--- src/sv/dcn_esc_pkg.sv ---
`default_nettype none
// ----------------------------------------------------------------------------
// dcn_esc_pkg
// constants, codes and character helpers for the dcn escape encoder
// ----------------------------------------------------------------------------
package dcn_esc_pkg;

	localparam int unsigned OUTPUT_CAP  = 2038;
	localparam int unsigned INPUT_LIMIT = 2048;
	localparam int unsigned RUN_LEN     = 10;

	localparam int unsigned EMIT_W = 11;
	localparam int unsigned CONS_W = 12;
	localparam int unsigned IDX_W  = 4;

	localparam logic [1:0] ST_EMIT = 2'd0;
	localparam logic [1:0] ST_CAP  = 2'd1;
	localparam logic [1:0] ST_LONG = 2'd2;

	localparam logic [7:0] CH_SLASH   = 8'h2f;
	localparam logic [7:0] CH_PERCENT = 8'h25;
	localparam logic [7:0] CH_D       = 8'h44;
	localparam logic [7:0] CH_C       = 8'h43;
	localparam logic [7:0] CH_N       = 8'h4e;
	localparam logic [7:0] CH_ZERO    = 8'h30;
	localparam logic [7:0] CH_DOLLAR  = 8'h24;

	localparam logic [IDX_W-1:0] IDX_LAST = IDX_W'(RUN_LEN - 1);

	typedef struct packed {
		logic [7:0] data;
		logic [1:0] status;
		logic       esc;
		logic       last;
	} job_t;

	function automatic logic needs_escape(input logic [7:0] b);
		return (b == 8'd0) || (b == 8'd5) || (b == 8'd36) || (b == 8'd96) ||
			(b == 8'd124) || (b == 8'd126);
	endfunction

	// three decimal digits of an escaped byte, hundreds in the top nibble
	function automatic logic [11:0] esc_digits(input logic [7:0] b);
		logic [11:0] d;
		d = 12'h000;
		case (b)
			8'd5:    d = 12'h005;
			8'd36:   d = 12'h036;
			8'd96:   d = 12'h096;
			8'd124:  d = 12'h124;
			8'd126:  d = 12'h126;
			default: d = 12'h000;
		endcase
		return d;
	endfunction

	function automatic logic [7:0] run_char(input logic [7:0] b, input logic [IDX_W-1:0] idx);
		logic [11:0] d;
		logic [7:0]  ch;
		d  = esc_digits(b);
		ch = CH_SLASH;
		case (idx)
			4'd0:    ch = CH_SLASH;
			4'd1:    ch = CH_PERCENT;
			4'd2:    ch = CH_D;
			4'd3:    ch = CH_C;
			4'd4:    ch = CH_N;
			4'd5:    ch = CH_ZERO | {4'h0, d[11:8]};
			4'd6:    ch = CH_ZERO | {4'h0, d[7:4]};
			4'd7:    ch = CH_ZERO | {4'h0, d[3:0]};
			4'd8:    ch = CH_PERCENT;
			default: ch = CH_SLASH;
		endcase
		return ch;
	endfunction

endpackage
`default_nettype wire

--- src/sv/dcn_escape_encoder.sv ---
`default_nettype none
// ----------------------------------------------------------------------------
// dcn_escape_encoder
// escapes a byte stream into /%DCNddd%/ runs with output cap and input limit
// ----------------------------------------------------------------------------
// the first result word goes through the job register and then the output register
// throughput: one input word per cycle for plain or dropped bytes while the output is not stalled
// an escaped byte holds the job register for a run of ten chars, one run char a cycle while the output is not stalled
// reset clears both counts and the valid flags of the job and output registers
// ----------------------------------------------------------------------------
module dcn_escape_encoder
	import dcn_esc_pkg::*;
(
	input  wire logic       clk,
	input  wire logic       arst_n,
	input  wire logic       s_axis_tvalid,
	output logic            s_axis_tready,
	input  wire logic [7:0] s_axis_tdata,  // [7:0] data_byte
	input  wire logic       s_axis_tuser,  // [0] first_byte
	input  wire logic       s_axis_tlast,  // last_byte
	output logic            m_axis_tvalid,
	input  wire logic       m_axis_tready,
	output logic [7:0]      m_axis_tdata,  // [7:0] out_byte
	output logic [2:0]      m_axis_tuser,  // [1:0] status, [2] run_last
	output logic            m_axis_tlast   // string_end
);

	logic [EMIT_W-1:0] emit_q;
	logic [CONS_W-1:0] cons_q;

	logic              job_valid_s1;
	job_t              job_s1;
	logic [IDX_W-1:0]  idx_s1;

	logic              out_valid_q;
	logic [7:0]        out_byte_q;
	logic [1:0]        out_status_q;
	logic              out_run_last_q;
	logic              out_end_q;

	logic              in_take;
	logic [EMIT_W-1:0] emit_eff;
	logic [CONS_W-1:0] pos;
	logic              too_long;
	logic              capped;
	logic              do_esc;
	job_t              job_d;
	logic [EMIT_W-1:0] emit_d;
	logic [CONS_W-1:0] cons_d;

	logic              advance;
	logic              job_done;
	logic [7:0]        word_byte;
	logic              word_run_last;

	// decision at accept time
	always_comb begin
		emit_eff = s_axis_tuser ? '0 : emit_q;
		pos      = s_axis_tuser ? '0 : cons_q;
		too_long = pos >= CONS_W'(INPUT_LIMIT);
		capped   = emit_eff >= EMIT_W'(OUTPUT_CAP);
		do_esc   = needs_escape(s_axis_tdata) && !(pos == '0 && s_axis_tdata == CH_DOLLAR);

		job_d.data = s_axis_tdata;
		job_d.last = s_axis_tlast;
		job_d.esc  = 1'b0;
		emit_d     = emit_eff;
		priority if (too_long) begin
			job_d.status = ST_LONG;
		end else if (capped) begin
			job_d.status = ST_CAP;
		end else if (do_esc) begin
			job_d.status = ST_EMIT;
			job_d.esc    = 1'b1;
			emit_d       = emit_eff + EMIT_W'(RUN_LEN);
		end else begin
			job_d.status = ST_EMIT;
			emit_d       = emit_eff + EMIT_W'(1);
		end
		cons_d = too_long ? pos : pos + CONS_W'(1);
		if (s_axis_tlast) begin
			emit_d = '0;
			cons_d = '0;
		end
	end

	// word produced by the job register
	always_comb begin
		if (job_s1.esc) begin
			word_byte     = run_char(job_s1.data, idx_s1);
			word_run_last = idx_s1 == IDX_LAST;
		end else begin
			word_byte     = (job_s1.status == ST_EMIT) ? job_s1.data : 8'h00;
			word_run_last = 1'b1;
		end
	end

	assign advance       = job_valid_s1 && (!out_valid_q || m_axis_tready);
	assign job_done      = advance && word_run_last;
	assign s_axis_tready = !job_valid_s1 || job_done;
	assign in_take       = s_axis_tvalid && s_axis_tready;

	always_ff @(posedge clk or negedge arst_n) begin
		if (!arst_n) begin
			emit_q       <= '0;
			cons_q       <= '0;
			job_valid_s1 <= 1'b0;
			idx_s1       <= '0;
			out_valid_q  <= 1'b0;
		end else begin
			if (in_take) begin
				emit_q       <= emit_d;
				cons_q       <= cons_d;
				job_valid_s1 <= 1'b1;
				idx_s1       <= '0;
			end else if (job_done) begin
				job_valid_s1 <= 1'b0;
			end else if (advance) begin
				idx_s1 <= idx_s1 + IDX_W'(1);
			end
			out_valid_q <= advance || (out_valid_q && !m_axis_tready);
		end
	end

	always_ff @(posedge clk) begin
		if (in_take) begin
			job_s1 <= job_d;
		end
		if (advance) begin
			out_byte_q     <= word_byte;
			out_status_q   <= job_s1.status;
			out_run_last_q <= word_run_last;
			out_end_q      <= word_run_last && job_s1.last;
		end
	end

	assign m_axis_tvalid = out_valid_q;
	assign m_axis_tdata  = out_byte_q;
	assign m_axis_tuser  = {out_run_last_q, out_status_q};
	assign m_axis_tlast  = out_end_q;

`ifndef SYNTH
	a_end_on_run_last: assert property (@(posedge clk) disable iff (!arst_n)
		m_axis_tvalid && m_axis_tlast |-> m_axis_tuser[2])
		else $error("string end without run end");

	a_drop_single: assert property (@(posedge clk) disable iff (!arst_n)
		m_axis_tvalid && m_axis_tuser[1:0] != ST_EMIT |-> m_axis_tdata == 8'h00 && m_axis_tuser[2])
		else $error("dropped byte result malformed");

	a_cons_limit: assert property (@(posedge clk) disable iff (!arst_n)
		cons_q <= CONS_W'(INPUT_LIMIT))
		else $error("input count past limit");

	a_clear_after_last: assert property (@(posedge clk) disable iff (!arst_n)
		s_axis_tvalid && s_axis_tready && s_axis_tlast |=> emit_q == '0 && cons_q == '0)
		else $error("counts not cleared after last byte");
`endif

endmodule
`default_nettype wire
--- config.mk ---
export PLATFORM = sky130hd
export DESIGN_NAME = dcn_escape_encoder
export DESIGN_NICKNAME = d
export VERILOG_FILES = /design/src/sv/dcn_esc_pkg.sv /design/src/sv/dcn_escape_encoder.sv
export SDC_FILE = /design/constraint.sdc
export NUM_CORES = 1
export LEC_CHECK = 0
export BUFFER_PORTS_ARGS = -buffer_cell sky130_fd_sc_hd__buf_4
export CELL_PAD_IN_SITES_DETAIL_PLACEMENT = 0
export CELL_PAD_IN_SITES_GLOBAL_PLACEMENT = 1
export CORE_MARGIN = 1
export CORE_UTILIZATION = 48
export CTS_BUF_LIST = sky130_fd_sc_hd__clkbuf_2
export DETAILED_ROUTE_END_ITERATION = 8
export PLACE_DENSITY = 0.82
export SLEW_MARGIN = 20
export SYNTH_ARGS = -nofsm -noshare
export SYNTH_HDL_FRONTEND = slang
export SYNTH_SLANG_ARGS = --single-unit
export TNS_END_PERCENT = 20
--- constraint.sdc ---
create_clock -name clk -period 3.6 [get_ports clk]
set_clock_uncertainty 0.2 [all_clocks]
set_input_delay 0.54 -clock clk [delete_from_list [all_inputs] [get_ports clk]]
set_output_delay 0.54 -clock clk [all_outputs]
set_load 0.01 [all_outputs]
==> impl_metrics.env <==
export IMPL_vias=2719
export IMPL_power_density_mw_per_mm2=393.5
export IMPL_critPathTopFamily="simple AND/OR/NAND/NOR gates"
export IMPL_dr_pass1_iters=4
export IMPL_rows=29
export IMPL_tns_ns=0
export IMPL_peakVddDrop_uv=209.7
export IMPL_syn_num_nets=364
export IMPL_antenna_found_initial=0
export IMPL_setup_viol=0
export IMPL_whs_endpoint="job_s1[5]"
export IMPL_grtUsageTotal=0.2228
export IMPL_coreArea_mm2=0.006386
export IMPL_drc=0
export IMPL_whs_path_depth=1
export IMPL_synth_area_leaders="dfrtp_1, edfxtp_1, nand2_1"
export IMPL_rsz0062_at_grt="no"
export IMPL_holdWs_ns=0.04010
export IMPL_p_leak_nw=1.399
export IMPL_routabilityCongestion=0.9612
export IMPL_post_place_ws_ns=0.4363
export IMPL_nNetsFinal=391
export IMPL_synth_cell_types=62
export IMPL_final_core_util=0.5564
export IMPL_hold_start="s_axis_tdata[1]"
export IMPL_status="complete, no violations"
export IMPL_fin_crit_ns=2.950
export IMPL_cp_required_ns=3.82
export IMPL_ys_ff_latch=53
export IMPL_antenna_left=0
export IMPL_start_kind="flip-flop"
export IMPL_place_hpwl_mm=5.307
export IMPL_die_w_um=83.50
export IMPL_cts_tree="built"
export IMPL_post_route_period_util=0.8196
export IMPL_cp_depth=10
export IMPL_cts_buffers=5
export IMPL_grt_pass1_wl_mm=12.57
export IMPL_syn_inst=341
export IMPL_worst_pin_slew_ns=0.8867
export IMPL_start_util=0.4992
export IMPL_grt_overflow=0
export IMPL_post_cts_resize_count=0
export IMPL_htreeDepth=2
export IMPL_ys_seq_area_frac=0.4537
export IMPL_grt_start_max_net_pins=30
export IMPL_portBuffers=27
export IMPL_clock_tree_buffer_depth=2
export IMPL_synth_flop_cell="dfrtp_1"
export IMPL_critPathMaxFanout=16
export IMPL_cp_cell_sequence="nor2b_1, inv_1, ha_1, nand2b_1, or4b_4, nor3_4, nor2_2, mux2_4, or3_1, a31oi_1"
export IMPL_ys_warn_count=0
export IMPL_timing_fmax_ghz=0.3389
export IMPL_async_flop_share=0.5472
export IMPL_fill_cells=572
export IMPL_worst_path_buf_inv=1
export IMPL_synth_edf_count=24
export IMPL_worst_setup_path_end_kind="flip-flop"
export IMPL_hold_viol=0
export IMPL_cts_sinks=53
export IMPL_r2r_start="cons_q[0]"
export IMPL_drive_gt1_frac=0.1409
export IMPL_r2r_slack_ns=0.65
export IMPL_syn_area_mm2=0.003188
export IMPL_max_slew_margin=0.4043
export IMPL_place_area_mm2=0.003475
export IMPL_n_antenna_cell=0
export IMPL_drt_iter0_drc=129
export IMPL_cp_slowest_cell="or4b_4"
export IMPL_max_stage_delay_ns=0.49
export IMPL_post_cts_buffers=0
export IMPL_wl_mm=7.454
export IMPL_r2r_end="emit_q[10]"
export IMPL_setup_ws_ns=0.6496
export IMPL_wl_per_cell_um=16.71
export IMPL_area_growth_pct=11.46
export IMPL_die_height_um=83.50
export IMPL_final_cell_area_mm2=0.003553
export IMPL_clock_latency_ns=0.45
export IMPL_path_class="reg -> reg"
export IMPL_synth_top_area_share=0.2276
export IMPL_hold_path_class="in -> reg"
export IMPL_path_clk_slew_ns=0.31
export IMPL_drv_slew=0
export IMPL_avgViaCountPerCell=6.096
export IMPL_cts_root_buf="clkbuf_2"
export IMPL_grt_pass1_vias=2579
export IMPL_yosysTopAreaCell="dfrtp_1"
export IMPL_avgSynthCellArea_um2=9.349
export IMPL_cap_violations=0
export IMPL_dieArea_mm2=0.006971
export IMPL_critPathArrivalTime_ns=3.17
export IMPL_num_io_pins=28
export IMPL_r2r_cells=10
## cell usage after synthesis, drive strengths merged (3+ instances only)
cell type  count
a21oi         12
a22o           6
a31oi          8
a32o           4
and2           5
buf            3
clkbuf        11
dfrtp         29
edfxtp        24
ha             9
inv           17
nand2         39
nand2b         9
nand3         12
nand4          8
nor2          26
nor2b          8
nor3          10
nor4           4
o211ai         4
o21ai         29
o22ai          3
o31ai          3
o41ai          3
or3            8
or4            4
xnor2          6
xor2           3
## layout by cell type, fill, tap and decap left out, drive strengths merged, types with 2 or more instances in the layout
| master | netlist | final |
|---|---|---|
| and3 | 2 | 2 |
| o2111ai | 2 | 2 |
| o311ai | 2 | 2 |
| a211oi | 2 | 2 |
| nor2 | 26 | 26 |
| clkbuf | 11 | 6 |
| mux2 | 2 | 2 |
| a32o | 4 | 4 |
| a21boi | 2 | 2 |
| or4 | 4 | 4 |
| nand2 | 39 | 39 |
| o22ai | 3 | 3 |
| or3 | 8 | 8 |
| nand4 | 8 | 8 |
| a21oi | 12 | 12 |
| nor4 | 4 | 4 |
| nor3 | 10 | 10 |
| inv | 17 | 17 |
| a31oi | 8 | 8 |
| a22o | 6 | 6 |
| o41ai | 3 | 3 |
| nand2b | 9 | 9 |
| o31ai | 3 | 3 |
| xor2 | 3 | 3 |
| ha | 9 | 9 |
| dfrtp | 29 | 29 |
| buf | 3 | 33 |
| edfxtp | 24 | 24 |
| a211o | 2 | 2 |
| xnor2 | 6 | 6 |
| a21o | 2 | 2 |
| and2 | 5 | 5 |
| nand3 | 12 | 12 |
| o21ai | 29 | 29 |
| o211ai | 4 | 4 |
| nor2b | 8 | 8 |
## power breakdown
part / switching, mW / internal, mW / leakage [nW] / total [mW]
logic: 0.182 / 0.141 / 0.738 / 0.323
clock network: 0.205 / 0.122 / 0.0432 / 0.327
registers: 0.0511 / 0.697 / 0.618 / 0.748
total: 0.438 / 0.960 / 1.40 / 1.40
## layer usage
metal / wire [um] / track usage / vias up / share of wire
met5: 0 / 0 / - / 0
met4: 123 / 0.07088 / 0 / 0.017
met3: 394 / 0.03660 / 10 / 0.053
met2: 3626 / 0.3800 / 95 / 0.49
met1: 3310 / 0.2912 / 1290 / 0.44
li1: - / - / 1324 / -
## kinds of logic after synthesis
kind of cell / Yosys count / share of synthesized area
AND/OR/NAND/NOR: 142 / 0.2339
AO/OA/AOI/OAI: 94 / 0.2029
flip-flops: 53 / 0.4537
buffers and inverters: 31 / 0.03807
XOR/XNOR: 9 / 0.02473
adder cells (fa/ha/maj): 9 / 0.03532
multiplexers: 3 / 0.01138
## state kept, by name, indices dropped and copies added, names as in the netlist
| name | cells |
|---|---|
| cons_q | 12 |
| out_run_last_q | 1 |
| job_s1 | 12 |
| out_status_q | 2 |
| idx_s1 | 4 |
| job_valid_s1 | 1 |
| m_axis_tvalid | 1 |
| m_axis_tlast | 1 |
| m_axis_tdata | 8 |
| emit_q | 11 |
## worst max path at each step
| stage | startpoint | to | slack [ns] |
|---|---|---|---|
| 2_1_floorplan | s_axis_tuser | emit_q[4] | 0.47 |
| 4_1_cts | cons_q[0] | emit_q[10] | 0.61 |
| 3_5_place_dp | s_axis_tuser | emit_q[10] | 0.44 |
| 6_report | cons_q[0] | emit_q[10] | 0.65 |
| 5_1_grt | idx_s1[1] | cons_q[10] | 0.44 |
| 3_3_place_gp | s_axis_tuser | emit_q[10] | 0.43 |
## metrics by stage
step	power [mW]	cells
2_1_floorplan	0.9649	341
3_3_place_gp	1.082	437
3_5_place_dp	1.080	437
4_1_cts	1.399	446
5_1_grt	1.475	446
6_report	1.398	446
## what timing repair did
item / 4_1_cts / 5_1_grt
hold endpoints to repair: 29 / 0
hold buffers: 1 / 0
endpoints found under the setup margin: 0 / 0
## layout make-up
type,instances,area (um^2),share of cell area
Tap cell,77,96.34,0.02711
Multi-Input combinational cell,257,1620,0.4560
Clock buffer,6,30.03,0.008451
Inverter,17,63.81,0.01796
Sequential cell,53,1446,0.4070
Timing Repair Buffer,34,257.7,0.07254
Clock inverter,2,38.79,0.01092
Note: power is estimated with default switching activity, not from simulation.
